## src/hw/rtl/lors_pkg.sv

```systemverilog
// Shared types, constants and saturation helper for the linear ODE stepper.
package lors_pkg;

    // Number formats
    localparam int WORD      = 32;
    localparam int FRAC_BITS = 16;
    localparam int OPND_W    = WORD + 1;     // operand with room for unsigned h
    localparam int PROD_W    = 2 * OPND_W;   // full product width

    // Configuration register indexes
    localparam int CFG_IDX_W = 3;
    localparam logic [CFG_IDX_W-1:0] CFG_METHOD   = 3'd0;
    localparam logic [CFG_IDX_W-1:0] CFG_DECAY    = 3'd1;
    localparam logic [CFG_IDX_W-1:0] CFG_INIT     = 3'd2;
    localparam logic [CFG_IDX_W-1:0] CFG_END_TIME = 3'd3;
    localparam logic [CFG_IDX_W-1:0] CFG_STEP     = 3'd4;

    // Register reset values
    localparam logic [WORD-1:0] END_TIME_RST = 32'd65536;
    localparam logic [WORD-1:0] STEP_RST     = 32'd6554;

    // Input word
    typedef struct packed {
        logic                   restart;
        logic signed [WORD-1:0] source_at_start;
        logic signed [WORD-1:0] source_at_mid;
        logic signed [WORD-1:0] source_at_end;
    } item_t;

    // Result word
    typedef struct packed {
        logic [WORD-1:0]        time_now;
        logic signed [WORD-1:0] value_now;
        logic                   final_step;
        logic                   saturated;
    } result_t;

    // Control of the shared multiply / round / add unit
    typedef struct packed {
        logic half_shift;   // round at FRAC_BITS+1 instead of FRAC_BITS
        logic subtract;     // base minus rounded product
    } mac_ctrl_t;

    // Clipped word plus clip flag
    typedef struct packed {
        logic                   hit;
        logic signed [WORD-1:0] val;
    } sat_t;

    // Clip a wide signed value to the signed word range
    function automatic sat_t sat_word(input logic signed [PROD_W-1:0] x);
        sat_t r;
        logic upper_zero;
        logic upper_ones;
        upper_zero = (x[PROD_W-2:WORD-1] == '0);
        upper_ones = (x[PROD_W-2:WORD-1] == '1);
        r.hit = 1'b0;
        r.val = x[WORD-1:0];
        if (!x[PROD_W-1] && !upper_zero)
        begin
            r.hit = 1'b1;
            r.val = {1'b0, {(WORD-1){1'b1}}};
        end
        else if (x[PROD_W-1] && !upper_ones)
        begin
            r.hit = 1'b1;
            r.val = {1'b1, {(WORD-1){1'b0}}};
        end
        return r;
    endfunction

endpackage

```

## src/hw/rtl/lors_mac.sv

```systemverilog
// Shared multiplier with round-to-nearest, add or subtract and clip to a word.
module lors_mac (
    input  logic                                  clk,
    input  logic signed [lors_pkg::OPND_W-1:0]    mul_a,
    input  logic signed [lors_pkg::OPND_W-1:0]    mul_b,
    input  lors_pkg::mac_ctrl_t                   ctrl,
    input  logic signed [lors_pkg::WORD-1:0]      base,
    output logic signed [lors_pkg::WORD-1:0]      res,
    output logic                                  clipped
);
    import lors_pkg::*;

    localparam logic signed [PROD_W-1:0] RC_FULL = PROD_W'(1) <<< (FRAC_BITS - 1);
    localparam logic signed [PROD_W-1:0] RC_HALF = PROD_W'(1) <<< FRAC_BITS;

    logic signed [PROD_W-1:0] prod_reg;
    logic signed [PROD_W-1:0] biased;
    logic signed [PROD_W-1:0] rounded;
    logic signed [PROD_W-1:0] base_x;
    logic signed [PROD_W-1:0] total;
    sat_t                     clip_out;

    // Product stage
    always_ff @(posedge clk)
    begin
        prod_reg <= mul_a * mul_b;
    end

    // Round (ties up), then combine with base and clip
    always_comb
    begin
        biased  = prod_reg + (ctrl.half_shift ? RC_HALF : RC_FULL);
        rounded = ctrl.half_shift ? (biased >>> (FRAC_BITS + 1)) : (biased >>> FRAC_BITS);
        base_x  = PROD_W'(base);
        total   = ctrl.subtract ? (base_x - rounded) : (base_x + rounded);
        clip_out = sat_word(total);
    end

    assign res     = clip_out.val;
    assign clipped = clip_out.hit;

endmodule

```

## src/hw/rtl/linear_ode_rk4_euler_stepper.sv

```systemverilog
// Top level: sequencer for RK4 / forward Euler steps of u' = f(t) - lambda*u.
// RK4 step: eight passes through the one multiplier, each a product state and a round state,
//   with the weighted sum and a base-4096 long division by 3 before the last pass.
// Euler step: two passes through the multiplier. Restart or finished run: straight to the result.
// One word in flight; item_stall is high from acceptance until the result is registered.
// Reset (async, active low): config to defaults, value and time zero, no result pending.
module linear_ode_rk4_euler_stepper (
    input  logic                             clk,
    input  logic                             rst_n,
    input  logic                             item_valid,
    output logic                             item_stall,
    input  lors_pkg::item_t                  item,
    output logic                             result_valid,
    input  logic                             result_stall,
    output lors_pkg::result_t                result,
    input  logic                             cfg_wr_en,
    input  logic [lors_pkg::CFG_IDX_W-1:0]   cfg_index,
    input  logic [lors_pkg::WORD-1:0]        cfg_data
);
    import lors_pkg::*;

    // Operation codes of the step sequence
    localparam logic [2:0] OP_K1  = 3'd0;
    localparam logic [2:0] OP_T1  = 3'd1;
    localparam logic [2:0] OP_K2  = 3'd2;
    localparam logic [2:0] OP_T2  = 3'd3;
    localparam logic [2:0] OP_K3  = 3'd4;
    localparam logic [2:0] OP_T3  = 3'd5;
    localparam logic [2:0] OP_K4  = 3'd6;
    localparam logic [2:0] OP_UPD = 3'd7;

    // Weighted sum and divide-by-six (floor of sum/2, then base-4096 long division by 3)
    localparam int ACC_W      = 36;
    localparam int DIV_DIGIT  = 12;
    localparam int DIV_DIGITS = ACC_W / DIV_DIGIT;
    localparam int DCNT_W     = $clog2(DIV_DIGITS);
    localparam int DIV_V_W    = DIV_DIGIT + 2;
    localparam int DIV_SHIFT  = DIV_V_W + 1;
    localparam int DIV_PROD_W = DIV_V_W + DIV_SHIFT;
    localparam logic [DIV_SHIFT-1:0] DIV_RECIP = DIV_SHIFT'((2 ** DIV_SHIFT + 2) / 3);
    // +3 rounding term plus 6*2^WORD keeps the sum non-negative
    localparam logic [ACC_W-1:0] ACC_BIAS = ACC_W'(3) + (ACC_W'(6) << WORD);
    localparam logic signed [ACC_W:0] M_BIAS = (ACC_W + 1)'(1) <<< WORD;

    typedef enum logic [2:0] {
        ST_IDLE,
        ST_MUL,
        ST_RND,
        ST_SUM,
        ST_DIV,
        ST_LOADM,
        ST_DONE
    } state_t;

    // Configuration registers
    logic                   method_reg;
    logic signed [WORD-1:0] decay_reg;
    logic signed [WORD-1:0] init_reg;
    logic [WORD-1:0]        end_time_reg;
    logic [WORD-1:0]        step_reg;

    // Control state
    state_t                 state_reg;
    logic [2:0]             op_reg;
    logic [DCNT_W-1:0]      dcnt_reg;
    logic [WORD-1:0]        time_reg;
    logic signed [WORD-1:0] value_reg;
    logic                   run_fin_reg;
    logic                   result_valid_reg;
    result_t                result_reg;

    // Working registers
    logic signed [WORD-1:0] src_start_reg;
    logic signed [WORD-1:0] src_mid_reg;
    logic signed [WORD-1:0] src_end_reg;
    logic [WORD-1:0]        h_reg;
    logic                   last_reg;
    logic                   hit_reg;
    logic signed [WORD-1:0] t_reg;
    logic signed [WORD-1:0] k_reg;
    logic [ACC_W-1:0]       acc_reg;
    logic [ACC_W-1:0]       div_reg;
    logic [1:0]             rem_reg;

    // Combinational helpers
    logic                   item_accept;
    logic                   result_free;
    logic [WORD-1:0]        remain;
    logic                   ends_run;
    logic [WORD-1:0]        h_sel;
    logic signed [ACC_W-1:0] kx;
    logic [ACC_W-1:0]       acc_sum;
    logic [DIV_V_W-1:0]     div_v;
    logic [DIV_PROD_W-1:0]  div_prod;
    logic [DIV_DIGIT-1:0]   div_q;
    logic [DIV_V_W-1:0]     div_r;
    logic signed [ACC_W:0]  m_wide;
    sat_t                   m_sat;

    logic signed [OPND_W-1:0] mac_a;
    logic signed [OPND_W-1:0] mac_b;
    mac_ctrl_t                mac_ctrl;
    logic signed [WORD-1:0]   mac_base;
    logic signed [WORD-1:0]   mac_res;
    logic                     mac_clip;

    // Handshake
    assign item_stall   = (state_reg != ST_IDLE);
    assign item_accept  = item_valid && !item_stall;
    assign result_free  = !result_valid_reg || !result_stall;
    assign result_valid = result_valid_reg;
    assign result       = result_reg;

    // Step length: full step, or the short last one that lands on end_time
    always_comb
    begin
        remain   = (time_reg < end_time_reg) ? (end_time_reg - time_reg) : '0;
        ends_run = (remain <= step_reg);
        h_sel    = ends_run ? remain : step_reg;
    end

    // Weighted sum and divider digit
    always_comb
    begin
        kx       = ACC_W'(k_reg);
        acc_sum  = acc_reg + $unsigned(kx);
        div_v    = {rem_reg, div_reg[ACC_W-1 -: DIV_DIGIT]};
        div_prod = DIV_PROD_W'(div_v) * DIV_PROD_W'(DIV_RECIP);
        div_q    = div_prod[DIV_SHIFT +: DIV_DIGIT];
        div_r    = div_v - (DIV_V_W'(div_q) << 1) - DIV_V_W'(div_q);
        m_wide   = $signed({1'b0, div_reg}) - M_BIAS;
        m_sat    = sat_word(PROD_W'(m_wide));
    end

    // Operand and base selection for the shared unit
    always_comb
    begin
        if (!op_reg[0])
        begin
            mac_a = OPND_W'(decay_reg);
            mac_b = OPND_W'(t_reg);
        end
        else
        begin
            mac_a = OPND_W'(k_reg);
            mac_b = $signed({1'b0, h_reg});
        end
        mac_ctrl.half_shift = (op_reg == OP_T1) || (op_reg == OP_T2);
        mac_ctrl.subtract   = !op_reg[0];
        case (op_reg) inside
            OP_K1:        mac_base = src_start_reg;
            OP_K2, OP_K3: mac_base = src_mid_reg;
            OP_K4:        mac_base = src_end_reg;
            default:      mac_base = value_reg;
        endcase
    end

    lors_mac u_mac (
        .clk     (clk),
        .mul_a   (mac_a),
        .mul_b   (mac_b),
        .ctrl    (mac_ctrl),
        .base    (mac_base),
        .res     (mac_res),
        .clipped (mac_clip)
    );

    // Configuration writes
    always_ff @(posedge clk or negedge rst_n)
    begin
        if (!rst_n)
        begin
            method_reg   <= 1'b0;
            decay_reg    <= '0;
            init_reg     <= '0;
            end_time_reg <= END_TIME_RST;
            step_reg     <= STEP_RST;
        end
        else if (cfg_wr_en)
        begin
            unique case (cfg_index)
                CFG_METHOD:   method_reg   <= cfg_data[0];
                CFG_DECAY:    decay_reg    <= cfg_data;
                CFG_INIT:     init_reg     <= cfg_data;
                CFG_END_TIME: end_time_reg <= cfg_data;
                CFG_STEP:     step_reg     <= cfg_data;
                default:      ;
            endcase
        end
    end

    // Sequencer, solution state and result register
    always_ff @(posedge clk or negedge rst_n)
    begin
        if (!rst_n)
        begin
            state_reg        <= ST_IDLE;
            op_reg           <= OP_K1;
            dcnt_reg         <= '0;
            time_reg         <= '0;
            value_reg        <= '0;
            run_fin_reg      <= 1'b0;
            result_valid_reg <= 1'b0;
            result_reg       <= '0;
        end
        else
        begin
            // the done state reloads the result word itself
            if (result_valid_reg && !result_stall && (state_reg != ST_DONE))
            begin
                result_valid_reg <= 1'b0;
            end
            unique case (state_reg)
                ST_IDLE:
                begin
                    if (item_accept)
                    begin
                        if (item.restart)
                        begin
                            value_reg   <= init_reg;
                            time_reg    <= '0;
                            run_fin_reg <= 1'b0;
                            state_reg   <= ST_DONE;
                        end
                        else if (run_fin_reg)
                        begin
                            state_reg <= ST_DONE;
                        end
                        else
                        begin
                            time_reg    <= ends_run ? end_time_reg : (time_reg + h_sel);
                            run_fin_reg <= ends_run;
                            op_reg      <= OP_K1;
                            state_reg   <= ST_MUL;
                        end
                    end
                end
                ST_MUL:
                begin
                    state_reg <= ST_RND;
                end
                ST_RND:
                begin
                    if (op_reg == OP_UPD)
                    begin
                        value_reg <= mac_res;
                        state_reg <= ST_DONE;
                    end
                    else if ((op_reg == OP_K1) && method_reg)
                    begin
                        op_reg    <= OP_UPD;
                        state_reg <= ST_MUL;
                    end
                    else if (op_reg == OP_K4)
                    begin
                        state_reg <= ST_SUM;
                    end
                    else
                    begin
                        op_reg    <= op_reg + 3'd1;
                        state_reg <= ST_MUL;
                    end
                end
                ST_SUM:
                begin
                    dcnt_reg  <= '0;
                    state_reg <= ST_DIV;
                end
                ST_DIV:
                begin
                    dcnt_reg <= dcnt_reg + DCNT_W'(1);
                    if (dcnt_reg == DCNT_W'(DIV_DIGITS - 1))
                    begin
                        state_reg <= ST_LOADM;
                    end
                end
                ST_LOADM:
                begin
                    op_reg    <= OP_UPD;
                    state_reg <= ST_MUL;
                end
                ST_DONE:
                begin
                    if (result_free)
                    begin
                        result_reg.time_now   <= time_reg;
                        result_reg.value_now  <= value_reg;
                        result_reg.final_step <= last_reg;
                        result_reg.saturated  <= hit_reg;
                        result_valid_reg      <= 1'b1;
                        state_reg             <= ST_IDLE;
                    end
                end
                default:
                begin
                    state_reg <= ST_IDLE;
                end
            endcase
        end
    end

    // Working registers of one step
    always_ff @(posedge clk)
    begin
        case (state_reg)
            ST_IDLE:
            begin
                if (item_accept)
                begin
                    src_start_reg <= item.source_at_start;
                    src_mid_reg   <= item.source_at_mid;
                    src_end_reg   <= item.source_at_end;
                    h_reg         <= h_sel;
                    last_reg      <= item.restart ? 1'b0 : (run_fin_reg || ends_run);
                    hit_reg       <= 1'b0;
                    t_reg         <= value_reg;
                end
            end
            ST_MUL:
            begin
                // fold k1, k2 and k3 into the weighted sum while each feeds the multiplier; k4 is added in ST_SUM
                case (op_reg) inside
                    OP_T1:        acc_reg <= ACC_BIAS + $unsigned(kx);
                    OP_T2, OP_T3: acc_reg <= acc_reg + $unsigned(kx <<< 1);
                    default:      ;
                endcase
            end
            ST_RND:
            begin
                case (op_reg) inside
                    OP_K1, OP_K2, OP_K3, OP_K4: k_reg   <= mac_res;
                    OP_T1, OP_T2, OP_T3:        t_reg   <= mac_res;
                    default:                    hit_reg <= mac_clip;
                endcase
            end
            ST_SUM:
            begin
                div_reg <= acc_sum >> 1;
                rem_reg <= '0;
            end
            ST_DIV:
            begin
                div_reg <= {div_reg[ACC_W-DIV_DIGIT-1:0], div_q};
                rem_reg <= div_r[1:0];
            end
            ST_LOADM:
            begin
                k_reg <= m_sat.val;
            end
            default: ;
        endcase
    end

endmodule
```

## config.mk

```make
export PLATFORM = sky130hd
export DESIGN_NAME = linear_ode_rk4_euler_stepper
export DESIGN_NICKNAME = d
export VERILOG_FILES = /design/src/hw/rtl/lors_pkg.sv /design/src/hw/rtl/lors_mac.sv /design/src/hw/rtl/linear_ode_rk4_euler_stepper.sv
export SDC_FILE = /design/constraint.sdc
export NUM_CORES = 2
export LEC_CHECK = 0
export BUFFER_PORTS_ARGS = -buffer_cell sky130_fd_sc_hd__buf_4
export CAP_MARGIN = 10
export CORE_MARGIN = 3
export CORE_UTILIZATION = 35
export DETAILED_ROUTE_END_ITERATION = 7
export MAX_ROUTING_LAYER = met4
export RECOVER_POWER = 25
export SYNTH_ARGS = -nofsm -noshare
export SYNTH_HDL_FRONTEND = slang
export SYNTH_SLANG_ARGS = --single-unit
```

## constraint.sdc

```tcl
create_clock -name clk -period 10.46 [get_ports clk]
set_input_delay 2.092 -clock clk [delete_from_list [all_inputs] [get_ports clk]]
set_output_delay 2.092 -clock clk [all_outputs]
set_load 0.05 [all_outputs]
```

==> results.json <==
{
  "status": "finished, violations left",
  "violations": "capacitance limit, slew limit",
  "skew_ns": 0.0457,
  "synth_area_per_cell_sq_um": 9.26,
  "die_w_um": 478,
  "synthDominantCellAreaShare": 0.303,
  "worstPathRequired_ns": 10.94,
  "post_synth_num_cell_types": 98,
  "vias_per_cell": 5.43,
  "synth-async-reset-ratio": 0.457,
  "nFillCells": 22100,
  "grt_antenna_before_repair": 18,
  "clkLatencyLatePin_ns": 0.68,
  "synth_nets": 10300,
  "multi_input_comb_area_sq_um": 56100,
  "finalSetupTns_ns": 0,
  "maxSlewViolCount": 336,
  "post_drt_wl_per_cell_um": 24.6,
  "core-area_sq_um": 221000,
  "start_util": 0.354,
  "drv_cap": 6,
  "drtIter0Drc": 5314,
  "drive_above_1_share": 0.0978,
  "crit_fanout": 40,
  "tightest_slew_ns": 7.78,
  "critPathArrivalTime_ns": 10.41,
  "hpwlAfterDp_um": 233000,
  "crit_path_start_kind": "register",
  "ys_seq_elements": 588,
  "die_h_um": 478,
  "cts_repair_resize_count": 0,
  "ant_nets": 0,
  "cpMaxStageDelayCell": "mux2_2",
  "synth_edf_count": 268,
  "syn-instance-count": 8441,
  "end_kind": "register",
  "min_path_type": "register to register",
  "min_period_over_period": 0.950,
  "post_cts_buffers": 0,
  "grt_max_degree": 142,
  "fin_crit_ns": 9.94,
  "nNetsFinal": 10400,
  "die_area_sq_um": 229000,
  "hold_buffers": 0,
  "drtPass1Iterations": 6,
  "numCtsBuffers": 67,
  "port_buffers": 204,
  "seqCellArea_sq_um": 15800,
  "yosys.area.top_type": "fa_1",
  "seq_area_frac_synth": 0.202,
  "root_buffer": "clkbuf_16",
  "path_clk_slew_ns": 0.06,
  "rsz0062_at_grt": "false",
  "clkSinkCount": 588,
  "crit_type": "register to register",
  "worst_hold_slack_ns": 0.483,
  "htree_levels": 3,
  "finalHoldViolations": 0,
  "slew-limit-headroom": -4.19,
  "syn_area_sq_um": 78100,
  "final_common_cell": "inv_1",
  "ys.flop_type": "edfxtp_1",
  "fmax_mhz": 101,
  "synth_warnings": 0,
  "cts_buffer_depth": 3,
  "grt_pass1_vias": 65100,
  "wirelength_um": 285000,
  "cts_tree": "done",
  "route.vias.total": 62900,
  "netlist_top_cells_area": "fa_1 30%, edfxtp_1 10%, ha_1 8.4%",
  "grtUsageTotal": 0.256,
  "final_cell_mix": "1304 x inv_1, 1183 x fa_1, 1093 x nand2_1",
  "pin_count": 205,
  "setup_violations": 0,
  "grt_pass1_wl_um": 426000,
  "core.rowCount": 172,
  "overflow": 0,
  "syn_to_final_growth_pct": 10.4,
  "place_congestion": 1.05,
  "critPathMaxStageDelay_ns": 0.77,
  "largest_register_ffs": 66,
  "route.detailed.drc": 0,
  "cp_common_cell": "fa_1"
}
## final cells by class
class                   instances  share of cell area
diodes                         12            0.000348
repair buffers                443              0.0389
well taps                    2958              0.0429
multi-input cells            6160               0.650
clock inverters                32             0.00525
inverters                    1306              0.0568
clock buffers                  90              0.0227
flip-flops and latches        588               0.183
## synth_stat cells, types with 45 or more instances
cell / n
xor2_1: 133
nor2b_1: 74
a31oi_1: 135
nand2b_1: 54
clkbuf_1: 324
ha_1: 526
edfxtp_1: 268
and2_1: 56
xnor2_1: 194
nand2_1: 1096
nor2_1: 690
o31ai_1: 50
a21oi_1: 350
dfrtp_1: 261
a21o_1: 115
nand4_1: 61
o22ai_1: 45
o21a_1: 74
nand3_1: 95
mux2_2: 199
dfxtp_1: 51
inv_1: 1306
fa_1: 1183
nor3_1: 74
o21ai_0: 357
and3_1: 60
mux2i_1: 101
## worst max-delay path: cells and delay by family, from the launching register on
family / cells / cell delay (ns)
fa+ha+maj: 9 / 4.41
compound gates: 5 / 1.58
buf+inv: 8 / 1.16
simple gates: 6 / 1.14
mux: 1 / 0.77
flops: 1 / 0.58
## metal layers
layer,GRT usage,share of wire
met1,0.330,0.42
met2,0.395,0.46
met5,-,0
met3,0.0446,0.076
met4,0.112,0.051
## path summary, 6_finish.rpt
kind,endpoint,slack [ns],from,cells past startpoint
worst min register to register,result[43],0.48,result[43],2
worst max-delay path,u_mac.prod_reg[46],0.52,op_reg[0],29
max in group asynchronous,decay_reg[12],1.69,rst_n,1
worst min-delay path,result[43],0.48,result[43],2
min in group asynchronous,time_reg[25],4.36,rst_n,1
worst max register to register,u_mac.prod_reg[46],0.52,op_reg[0],29
## kinds of logic (layout without fill, tap and decap cells)
kind of cell,Yosys count,count (layout),synth area share
DFF,588,588,0.202
buffers and inverters,1693,1871,0.0823
xor gates and xnor gates,329,329,0.0371
muxes,300,300,0.0416
AOI/OAI and AO/OA,1403,1403,0.113
adders and majority gates,1710,1710,0.387
other,0,12,0
and+or+nand+nor,2418,2418,0.136
## stage by stage
step	setup WS, ns	cell area (sq um)	util	cells
detailed placement	0.289	83900	0.380	11500
global route	0.0288	86300	0.391	11600
global placement	0.255	83900	0.380	11500
floorplan	0.261	78100	-	8441
CTS	0.118	86300	0.391	11600
finish	0.523	86300	0.391	11600
Power is not shown: default switching activity piles up to over one toggle a cycle in this logic, so the estimate is an artifact.
